## src/design/sorted_deadline_timer_queue_defines.svh

```systemverilog
// Assertion macros shared by the timer queue modules.
`ifndef SORTED_DEADLINE_TIMER_QUEUE_DEFINES_SVH
`define SORTED_DEADLINE_TIMER_QUEUE_DEFINES_SVH
`define SDTQ_ASSERT(label, clk, rst, prop, msg) \
   label: assert property (@(posedge clk) disable iff (rst) (prop)) else $error(msg);
`define SDTQ_ASSERT_NORST(label, clk, prop, msg) \
   label: assert property (@(posedge clk) (prop)) else $error(msg);
`endif

```

## src/design/sdtq_pkg.sv

```systemverilog
package sdtq_pkg;
   localparam int DEPTH_DEFAULT = 32;
   localparam int TIME_BITS_DEFAULT = 32;
   localparam int HANDLE_BITS = 5;
   localparam int OP_BITS = 2;
   localparam int KIND_BITS = 3;
   localparam int DL_OUT_BITS = 32;

   typedef enum logic [1:0] {
      OP_ADD = 2'd0,
      OP_ADJUST = 2'd1,
      OP_DELETE = 2'd2,
      OP_TICK = 2'd3
   } op_type;

   typedef enum logic [2:0] {
      KIND_EXPIRED = 3'd0,
      KIND_DONE = 3'd1,
      KIND_NONE = 3'd2,
      KIND_FULL = 3'd3,
      KIND_UNKNOWN = 3'd4,
      KIND_DUP = 3'd5
   } kind_type;

   typedef enum logic [2:0] {
      ST_IDLE,
      ST_DECIDE,
      ST_INSERT,
      ST_POP,
      ST_OUT
   } state_type;

   // Controller to datapath.
   typedef struct packed {
      logic load;
      logic remove;
      logic insert;
      logic pop;
      logic set_rsp;
      logic rsp_last;
      kind_type rsp_kind;
   } cmd_type;

   // Datapath to controller.
   typedef struct packed {
      logic found;
      logic full;
      logic empty;
      logic head_due;
   } status_type;
endpackage

```

## src/design/sdtq_ctrl.sv

```systemverilog
`include "sorted_deadline_timer_queue_defines.svh"
module sdtq_ctrl (
   input  logic clock,
   input  logic reset,
   input  logic req_valid,
   output logic req_ready,
   output logic rsp_valid,
   input  logic rsp_ready,
   input  sdtq_pkg::op_type op_ff,
   input  sdtq_pkg::status_type status,
   output sdtq_pkg::cmd_type cmd
);
   sdtq_pkg::state_type state_ff, state_in;
   logic popped_ff, popped_in;

   always_ff @(posedge clock) begin
      if (reset) begin
         state_ff <= sdtq_pkg::ST_IDLE;
         popped_ff <= 1'b0;
      end else begin
         state_ff <= state_in;
         popped_ff <= popped_in;
      end
   end

   always_comb begin
      state_in = state_ff;
      popped_in = popped_ff;
      unique case (state_ff)
         sdtq_pkg::ST_IDLE: begin
            if (req_valid) begin
               state_in = sdtq_pkg::ST_DECIDE;
               popped_in = 1'b0;
            end
         end
         sdtq_pkg::ST_DECIDE: begin
            if (op_ff == sdtq_pkg::OP_TICK) begin
               state_in = sdtq_pkg::ST_POP;
            end else if (op_ff == sdtq_pkg::OP_ADJUST && status.found) begin
               state_in = sdtq_pkg::ST_INSERT;
            end else begin
               state_in = sdtq_pkg::ST_OUT;
            end
         end
         sdtq_pkg::ST_INSERT: state_in = sdtq_pkg::ST_OUT;
         sdtq_pkg::ST_POP: begin
            if (!status.empty && status.head_due) begin
               state_in = sdtq_pkg::ST_OUT;
               popped_in = 1'b1;
            end else if (!popped_ff) begin
               state_in = sdtq_pkg::ST_OUT;
            end else begin
               state_in = sdtq_pkg::ST_IDLE;
            end
         end
         sdtq_pkg::ST_OUT: begin
            if (rsp_ready) begin
               state_in = (op_ff == sdtq_pkg::OP_TICK && popped_ff) ?
                  sdtq_pkg::ST_POP : sdtq_pkg::ST_IDLE;
            end
         end
         default: state_in = sdtq_pkg::ST_IDLE;
      endcase
   end

   always_comb begin
      cmd = '0;
      cmd.rsp_kind = sdtq_pkg::KIND_DONE;
      req_ready = 1'b0;
      rsp_valid = 1'b0;
      unique case (state_ff)
         sdtq_pkg::ST_IDLE: begin
            req_ready = 1'b1;
            cmd.load = req_valid;
         end
         sdtq_pkg::ST_DECIDE: begin
            unique case (op_ff)
               sdtq_pkg::OP_TICK: ;
               sdtq_pkg::OP_ADD: begin
                  cmd.set_rsp = 1'b1;
                  cmd.rsp_last = 1'b1;
                  if (status.found) begin
                     cmd.rsp_kind = sdtq_pkg::KIND_DUP;
                  end else if (status.full) begin
                     cmd.rsp_kind = sdtq_pkg::KIND_FULL;
                  end else begin
                     cmd.insert = 1'b1;
                  end
               end
               default: begin
                  cmd.set_rsp = 1'b1;
                  cmd.rsp_last = 1'b1;
                  if (status.found) begin
                     cmd.remove = 1'b1;
                  end else begin
                     cmd.rsp_kind = sdtq_pkg::KIND_UNKNOWN;
                  end
               end
            endcase
         end
         sdtq_pkg::ST_INSERT: cmd.insert = 1'b1;
         sdtq_pkg::ST_POP: begin
            if (!status.empty && status.head_due) begin
               cmd.pop = 1'b1;
               cmd.set_rsp = 1'b1;
               cmd.rsp_kind = sdtq_pkg::KIND_EXPIRED;
            end else if (!popped_ff) begin
               cmd.set_rsp = 1'b1;
               cmd.rsp_last = 1'b1;
               cmd.rsp_kind = sdtq_pkg::KIND_NONE;
            end
         end
         sdtq_pkg::ST_OUT: rsp_valid = 1'b1;
         default: ;
      endcase
   end

   `SDTQ_ASSERT(a_one_side, clock, reset, !(req_ready && rsp_valid), "ready while result pending")
   `SDTQ_ASSERT(a_load_idle, clock, reset, cmd.load |-> state_ff == sdtq_pkg::ST_IDLE, "load out of idle")
   `SDTQ_ASSERT(a_pop_head, clock, reset, cmd.pop |-> !status.empty, "pop of empty queue")
endmodule

```

## src/design/sdtq_datapath.sv

```systemverilog
`include "sorted_deadline_timer_queue_defines.svh"
module sdtq_datapath #(
   parameter int DEPTH = sdtq_pkg::DEPTH_DEFAULT,
   parameter int TIME_BITS = sdtq_pkg::TIME_BITS_DEFAULT
) (
   input  logic clock,
   input  logic reset,
   input  logic [sdtq_pkg::OP_BITS-1:0] req_op,
   input  logic [sdtq_pkg::HANDLE_BITS-1:0] req_handle,
   input  logic [31:0] req_deadline,
   input  logic [31:0] req_now,
   input  sdtq_pkg::cmd_type cmd,
   output sdtq_pkg::status_type status,
   output sdtq_pkg::op_type op_ff,
   output logic [sdtq_pkg::KIND_BITS-1:0] rsp_kind,
   output logic [sdtq_pkg::HANDLE_BITS-1:0] rsp_expired_handle,
   output logic [sdtq_pkg::DL_OUT_BITS-1:0] rsp_expired_deadline,
   output logic rsp_last
);
   localparam int CNT_BITS = $clog2(DEPTH + 1);
   localparam int TB = (TIME_BITS < 32) ? TIME_BITS : 32;

   // Shift chain: slot 0 is the earliest deadline.
   logic [TIME_BITS-1:0] dl_ff [DEPTH];
   logic [TIME_BITS-1:0] dl_in [DEPTH];
   logic [sdtq_pkg::HANDLE_BITS-1:0] hd_ff [DEPTH];
   logic [sdtq_pkg::HANDLE_BITS-1:0] hd_in [DEPTH];
   logic [CNT_BITS-1:0] count_ff, count_in;
   logic [sdtq_pkg::HANDLE_BITS-1:0] handle_ff;
   logic [TIME_BITS-1:0] time_ff;
   logic [DEPTH-1:0] live, match, after;
   logic [sdtq_pkg::KIND_BITS-1:0] kind_ff;
   logic [sdtq_pkg::HANDLE_BITS-1:0] rh_ff;
   logic [sdtq_pkg::DL_OUT_BITS-1:0] rd_ff;
   logic last_ff;

   always_comb begin
      for (int i = 0; i < DEPTH; i++) begin
         live[i] = CNT_BITS'(i) < count_ff;
         match[i] = live[i] && hd_ff[i] == handle_ff;
         after[i] = !live[i] || dl_ff[i] > time_ff;
      end
   end

   // Slots at or above the found match, for removal.
   logic [DEPTH-1:0] at_or_above;
   always_comb begin
      at_or_above[0] = match[0];
      for (int i = 1; i < DEPTH; i++) at_or_above[i] = at_or_above[i-1] | match[i];
   end

   assign status.found = |match;
   assign status.full = count_ff == CNT_BITS'(DEPTH);
   assign status.empty = count_ff == '0;
   assign status.head_due = dl_ff[0] <= time_ff;

   always_comb begin
      for (int i = 0; i < DEPTH; i++) begin
         dl_in[i] = dl_ff[i];
         hd_in[i] = hd_ff[i];
      end
      count_in = count_ff;
      if (cmd.remove || cmd.pop) begin
         for (int i = 0; i < DEPTH - 1; i++) begin
            if (cmd.pop || at_or_above[i]) begin
               dl_in[i] = dl_ff[i+1];
               hd_in[i] = hd_ff[i+1];
            end
         end
         count_in = count_ff - 1'b1;
      end else if (cmd.insert) begin
         for (int i = 0; i < DEPTH; i++) begin
            if (after[i]) begin
               if (i == 0 || after[i-1 < 0 ? 0 : i-1] == 1'b1 && i != 0) begin
                  dl_in[i] = (i == 0) ? time_ff : dl_ff[i-1 < 0 ? 0 : i-1];
                  hd_in[i] = (i == 0) ? handle_ff : hd_ff[i-1 < 0 ? 0 : i-1];
               end else begin
                  dl_in[i] = time_ff;
                  hd_in[i] = handle_ff;
               end
            end
         end
         count_in = count_ff + 1'b1;
      end
   end

   always_ff @(posedge clock) begin
      if (reset) begin
         count_ff <= '0;
      end else begin
         count_ff <= count_in;
      end
   end

   always_ff @(posedge clock) begin
      for (int i = 0; i < DEPTH; i++) begin
         dl_ff[i] <= dl_in[i];
         hd_ff[i] <= hd_in[i];
      end
      if (cmd.load) begin
         op_ff <= sdtq_pkg::op_type'(req_op);
         handle_ff <= req_handle;
         time_ff <= (req_op == sdtq_pkg::OP_TICK) ? TIME_BITS'(req_now[TB-1:0])
                                                   : TIME_BITS'(req_deadline[TB-1:0]);
      end
      if (cmd.set_rsp) begin
         kind_ff <= cmd.rsp_kind;
         last_ff <= cmd.rsp_last;
         if (cmd.rsp_kind == sdtq_pkg::KIND_EXPIRED) begin
            rh_ff <= hd_ff[0];
            rd_ff <= sdtq_pkg::DL_OUT_BITS'(dl_ff[0]);
         end else begin
            rh_ff <= (cmd.rsp_kind == sdtq_pkg::KIND_NONE) ? '0 : handle_ff;
            rd_ff <= '0;
         end
      end
   end

   // The final pop of a tick is marked once the next head is known.
   always_comb begin
      rsp_kind = kind_ff;
      rsp_expired_handle = rh_ff;
      rsp_expired_deadline = rd_ff;
      rsp_last = last_ff || (kind_ff == sdtq_pkg::KIND_EXPIRED && (status.empty || !status.head_due));
   end

   `SDTQ_ASSERT(a_count_bound, clock, reset, count_ff <= CNT_BITS'(DEPTH), "count overflow")
   `SDTQ_ASSERT(a_no_full_insert, clock, reset, cmd.insert |-> !status.full, "insert into full queue")
   `SDTQ_ASSERT(a_head_order, clock, reset, count_ff > 1 |-> dl_ff[0] <= dl_ff[1], "head out of order")
endmodule

```

## src/design/sorted_deadline_timer_queue.sv

```systemverilog
// Channel   Ports                                          Direction
// request   req_valid/req_ready, op, handle, deadline, now  in
// response  rsp_valid/rsp_ready, kind, expired_handle,      out
//           expired_deadline, last
// Add, delete and a rejected request pass through the decide and output states;
// adjust also passes through the insert state before its result.
// A tick returns one result per popped timer, as the shift chain pops a single entry
// on each pass through the pop state, or one none result when nothing is due. Reset is
// synchronous and empties the queue.
// A stalled result holds the controller; no new request is taken until the
// last result of the current one transfers.
module sorted_deadline_timer_queue #(
   parameter int DEPTH = sdtq_pkg::DEPTH_DEFAULT,
   parameter int TIME_BITS = sdtq_pkg::TIME_BITS_DEFAULT
) (
   input  logic clock,
   input  logic reset,
   input  logic req_valid,
   output logic req_ready,
   input  logic [sdtq_pkg::OP_BITS-1:0] req_op,
   input  logic [sdtq_pkg::HANDLE_BITS-1:0] req_handle,
   input  logic [31:0] req_deadline,
   input  logic [31:0] req_now,
   output logic rsp_valid,
   input  logic rsp_ready,
   output logic [sdtq_pkg::KIND_BITS-1:0] rsp_kind,
   output logic [sdtq_pkg::HANDLE_BITS-1:0] rsp_expired_handle,
   output logic [sdtq_pkg::DL_OUT_BITS-1:0] rsp_expired_deadline,
   output logic rsp_last
);
   sdtq_pkg::cmd_type cmd;
   sdtq_pkg::status_type status;
   sdtq_pkg::op_type op_ff;

   sdtq_ctrl u_ctrl (
      .clock(clock), .reset(reset), .req_valid(req_valid), .req_ready(req_ready),
      .rsp_valid(rsp_valid), .rsp_ready(rsp_ready), .op_ff(op_ff),
      .status(status), .cmd(cmd)
   );

   sdtq_datapath #(.DEPTH(DEPTH), .TIME_BITS(TIME_BITS)) u_dp (
      .clock(clock), .reset(reset), .req_op(req_op), .req_handle(req_handle),
      .req_deadline(req_deadline), .req_now(req_now), .cmd(cmd), .status(status),
      .op_ff(op_ff), .rsp_kind(rsp_kind), .rsp_expired_handle(rsp_expired_handle),
      .rsp_expired_deadline(rsp_expired_deadline), .rsp_last(rsp_last)
   );
endmodule
```

## config.mk

```make
export PLATFORM = sky130hd
export DESIGN_NAME = sorted_deadline_timer_queue
export DESIGN_NICKNAME = d
export VERILOG_FILES = /design/src/design/sdtq_pkg.sv /design/src/design/sdtq_ctrl.sv /design/src/design/sdtq_datapath.sv /design/src/design/sorted_deadline_timer_queue.sv
export VERILOG_INCLUDE_DIRS = /design/src /design/src/design
export SDC_FILE = /design/constraint.sdc
export NUM_CORES = 2
export LEC_CHECK = 0
export ABC_AREA = 1
export BUFFER_PORTS_ARGS = -buffer_cell sky130_fd_sc_hd__buf_2
export CAP_MARGIN = 20
export CORE_MARGIN = 5
export CORE_UTILIZATION = 45
export CTS_CLUSTER_SIZE = 25
export DETAILED_ROUTE_END_ITERATION = 10
export PLACE_DENSITY_LB_ADDON = 0.05
export SYNTH_ARGS = -nofsm -noshare
export SYNTH_HDL_FRONTEND = slang
export SYNTH_SLANG_ARGS = --single-unit
```

## constraint.sdc

```tcl
create_clock -name clock -period 6.9 [get_ports clock]
set_clock_uncertainty 0.1 [all_clocks]
set_input_delay 1.035 -clock clock [delete_from_list [all_inputs] [get_ports clock]]
set_output_delay 1.035 -clock clock [all_outputs]
set_load 0.05 [all_outputs]
```

* Yosys cells after proc, flatten, opt, wreduce, memory -nomap -nowiden
Memory sizes are Yosys's and may differ from the RTL's.
Cells that the tools add are included.
Widths: inputs -> output; s select.
** Storage, ports and cells
- Flip-flop bits (word level) :: 90
- Memory bits (writable) :: 1184
- Bits of input ports :: 75
- Output and inout bits :: 43
- Logic and storage cells :: 531
- Memories :: 2
** Operators by class
- $add $sub $neg :: 2
- Magnitude comparators :: 65
- Equal/unequal tests :: 44
- Multiplexer cells :: 231
- Bitwise logic cells :: 30
- Reduce and logical (&&, ||, !) cells :: 147
** Memories
- u_dp.dl_ff :: words 32, width 32, rd ports 32, clocked after Yosys merged registers in 0, wr ports 32, line sdtq_datapath.sv:24 : logic [TIME_BITS-1:0] dl_ff [DEPTH];
- u_dp.hd_ff :: words 32, width 5, rd ports 32, clocked after Yosys merged registers in 0, wr ports 32, line sdtq_datapath.sv:26 : logic [sdtq_pkg::HANDLE_BITS-1:0] hd_ff [DEPTH];
** Operator list (count)
- $mux 32 :: 96
- $gt 32x32->1 :: 32
- $mux 1024 :: 1
- $mux 992 :: 1
- $mux 5 :: 98
- $eq 5x5->1 :: 32
- $mux 160 :: 1
- $mux 155 :: 1
- $lt 5x6->1 const A :: 16
- $logic_or 1x1->1 :: 66
- $lt 4x6->1 const A :: 8
- $logic_and 1x1->1 :: 36
- $logic_not 1->1 :: 34
- $le 32x32->1 :: 1
- $reduce_or 32->1 :: 1
- $or 1x1->1 :: 30
- $mux 3 :: 9
- $lt 3x6->1 const A :: 4
- $pmux 5 s2 :: 2
- $mux 1 :: 15
- $pmux 3 s5 :: 1
- $lt 1x6->1 const A :: 2
- $lt 2x6->1 const A :: 2
- $mux 6 :: 2
- other kinds (19) :: 28

* Depth between registers and ports, before layout
An unclocked memory read counts as a cell.
- Word-level depth :: 36
- Mapped depth :: 22
- Depth with buffers taken out :: 20

* Modules after synthesis
From an unflattened synthesis, not the netlist that was laid out.
** Unflattened totals
- Cells, all modules :: 11912
- Area, all modules :: 94094.0 um^2
** Modules (own cells, without submodules)
- sdtq_datapath :: instances 1, cells an instance 11846, area an instance 93689.9 um^2, sequential area each 38076.5 um^2
- sdtq_ctrl :: instances 1, cells an instance 66, area an instance 404.1 um^2, sequential area each 80.1 um^2

* Worst setup path after synthesis
No wires, ideal clock.
- Path kind :: flip-flop to flip-flop
- Start :: register u_dp.time_ff[29] (netlist name)
- End :: memory u_dp.dl_ff[5][0] in the netlist's numbering (enable)
- Setup time :: 0.478 ns
- Arrival :: 5.433 ns
- Data required time :: 6.322 ns
- Slack :: 0.889 ns
- Cell stages (with the launch flop) :: 17
- Buffers on the path :: 3
- Period minus slack after synthesis :: 6.011 ns
- Cells stage by stage :: edfxtp_1 > clkbuf_1 > inv_1 > ha_1 > a21oi_1 > nor2_1 > nor3b_1 > nand2_1 > nor2_1 > nand2_1 > nand2_1 > nand3_1 > nand2_2 > buf_6 > buf_6 > nor2_1 > nor3_1
** RTL lines (line)
- end, declared :: sdtq_datapath.sv:24

==> results.cfg <==
[clocking]
cts_made_buffers = 156
clkTransAtPathRegs_ns = 0.06
cts_max_path_buffers = 3
cts_resized = 0
cts_setup_buffers = 0
cts_hold_buffers = 0
cts.sink_count = 1274
htreeDepth = 4
clock_latency_ns = 0.84
root_buffer = clkbuf_16
cts_tree = built

[power_and_ir_drop]
power.density_mw_per_mm2 = 296
power_frac_seq = 0.377
p_sw_frac = 0.408
p_int_w = 0.0173
p_comb_frac = 0.331
p_leak_nw = 38.2
power.net_switching_w = 0.0119
vdd_drop_max_v = 0.000275
clkPwrFrac = 0.292

[logic_synthesis]
synth_cell_types = 46
synth_area_leader_cell = edfxtp_1
synth_edf_count = 1264
yosys.area.top_type_share = 0.422
synth.net_count = 11900
ys.warnings.count = 0
async_flop_share = 0
synth_flop_cell = edfxtp_1
synth_area_leaders = edfxtp_1 (42%), ha_1 (14%), nand2_1 (11%)
ys_seq_area_frac = 0.424
ys_seq_elements = 1274
syn-cell-area_mm2 = 0.0900
netlist_instances = 10800
synth.avg_cell_area_um2 = 8.34

[floorplan]
die_w_um = 457
fp-row-count = 164
start_util = 0.451
fp.dieH_um = 457
core_area_mm2 = 0.199
ios = 118
dieArea_mm2 = 0.209

[sta]
min_period_ns = 5.50
setup_tns_ns = 0
drv_slew = 0
hold_viol_final = 0
setup-violations-final = 0
tightest_slew_ns = 1.41
rsz0062_at_grt = no
slew_headroom = 0.0526
period_share = 0.797
fmax_ghz = 0.182
setup_slack_ns = 1.40

[route]
totalWireLength_um = 414000
drc = 0
wl_per_cell_um = 30.9
vias = 86900
first_pass_iters = 6
drtAntennaViolNets = 0
via_per_inst = 6.48
drtIter0Drc = 13100

[global_route]
grt_overflow = 0
track_usage = 0.378
grt_max_degree = 163
grt_pass1_vias = 79900
grt_pass1_wl_um = 581000
antenna_found_initial = 40

[worst_setup_path]
r2r-start = u_dp.count_ff[5]$_SDFFE_PP0P_
r2r_slack_ns = 1.40
cp_data_arrival_time_ns = 5.86
required_ns = 7.26
startpoint_type = register
criticalPathCategory = register to register
cp-startpoint = u_dp.count_ff[5]$_SDFFE_PP0P_
r2r_cells = 15
crit_path_max_fanout = 81
worstSetupEndpointType = register

[worst_hold_path]
hold_path_depth = 1
hp-class = primary input to register
worstHoldStart = req_op[0]

[placement]
dp_hpwl_um = 290000
globalplace.congestion = 1.10
place_ws_ns = 1.53
io_buffers = 117

[layout]
area_delta_synth_final_pct = 9.65
nNetsFinal = 11700
drive_gt1_frac = 0.0705
layout_commonest_cell = nand2_1
layout_common_cells = nand2_1 (2667), o21ai_0 (1769), a21oi_1 (1281)

[outcome]
status = completed

[job]
maxCapViolCount = 0
[cell usage after synthesis, types with 45 or more instances]
master	n
nor3_1	65
inv_1	358
edfxtp_1	1264
ha_1	1031
clkbuf_1	509
nand2_1	2673
nand4_1	107
o21a_1	50
nor2_1	438
o22ai_1	55
nand3_1	203
o21ai_1	419
a21oi_1	1296
xnor2_1	66
buf_2	185
o21ai_0	1770
xor2_1	45
[metal layers]
metal,GRT usage,vias to the layer above,wire (um)
met5,0,-,97
met4,0.213,16,27200
met3,0.113,1090,52200
met2,0.538,5728,171000
met1,0.512,42000,164000
li1,-,38000,-
[power groups by stage]
stage               logic, W  clock network, W  registers, W
floorplan            0.00566                 0        0.0106
global placement     0.00906                 0        0.0111
detailed placement   0.00931                 0        0.0111
CTS                  0.00934           0.00855        0.0109
global route          0.0104           0.00886        0.0110
finish               0.00967           0.00851        0.0110
[critical path: stages (launching register included)]
cell	delay, ns
dfxtp_1	0.52
nor2_4	0.38
nand2_2	0.53
nor2_1	0.33
nor2_1	0.08
nand2_1	0.15
nand2_1	0.08
nor2_1	0.30
nand2_1	0.12
nor2_2	0.20
nand3_1	0.21
nand2_8	0.54
buf_4	0.66
a21oi_1	0.23
nor2_4	0.11
buf_4	0.48
[cell families (layout without fill, tap and decap cells)]
kind of cell | count (synthesis) | count (layout) | synth area share
buf+inv | 1112 | 1053 | 0.0511
xor+xnor | 111 | 111 | 0.0108
compound gates | 3679 | 3679 | 0.209
fa+ha+maj | 1031 | 1031 | 0.143
mux | 32 | 32 | 0.00401
simple gates | 3551 | 3551 | 0.157
other cells | 0 | 31 | 0
flops | 1274 | 1274 | 0.424
[final cells by class]
class / instances / area, um^2
timing repair buffer: 399 / 3070
sequential: 1274 / 38200
fill: 19100 / 101000
antenna: 31 / 77.6
tap: 2656 / 3320
inverter: 373 / 1400
clock inverter: 83 / 816
multi-input combinational: 8404 / 47600
clock buffer: 198 / 4230
[registers in the layout, indices dropped and copies added, names as in the netlist]
signal                     flops
u_dp.hd_ff                   160
u_dp.count_ff                  6
u_dp.handle_ff                 5
u_dp.rsp_kind                  3
u_ctrl.popped_ff               1
u_dp.dl_ff                  1024
u_dp.time_ff                  32
u_dp.rsp_expired_deadline     32
u_dp.op_ff                     2
u_ctrl.state_ff                3
u_dp.last_ff                   1
u_dp.rsp_expired_handle        5
[stage by stage]
| step | hold WS, ns | instances | total power [W] | cell area [um^2] | utilization |
|---|---|---|---|---|---|
| 5_1_grt | 0.317 | 13400 | 0.0303 | 98600 | 0.495 |
| 4_1_cts | 0.287 | 13400 | 0.0288 | 98500 | 0.494 |
| 6_report | 0.329 | 13400 | 0.0292 | 98600 | 0.495 |
| 2_1_floorplan | 0.383 | 10800 | 0.0162 | 90000 | - |
| 3_5_place_dp | 0.427 | 13100 | 0.0204 | 93400 | 0.469 |
| 3_3_place_gp | 0.415 | 13100 | 0.0201 | 93400 | 0.469 |
[final timing paths]
check,end
hold / removal,u_dp.op_ff[0]$_DFFE_PP_
setup reg to reg,u_dp.dl_ff[3][55]$_DFFE_PP_
hold reg to reg,u_dp.dl_ff[15][26]$_DFFE_PP_
setup / recovery,u_dp.dl_ff[3][55]$_DFFE_PP_
No activity file was read; power rests on OpenSTA's default activity.
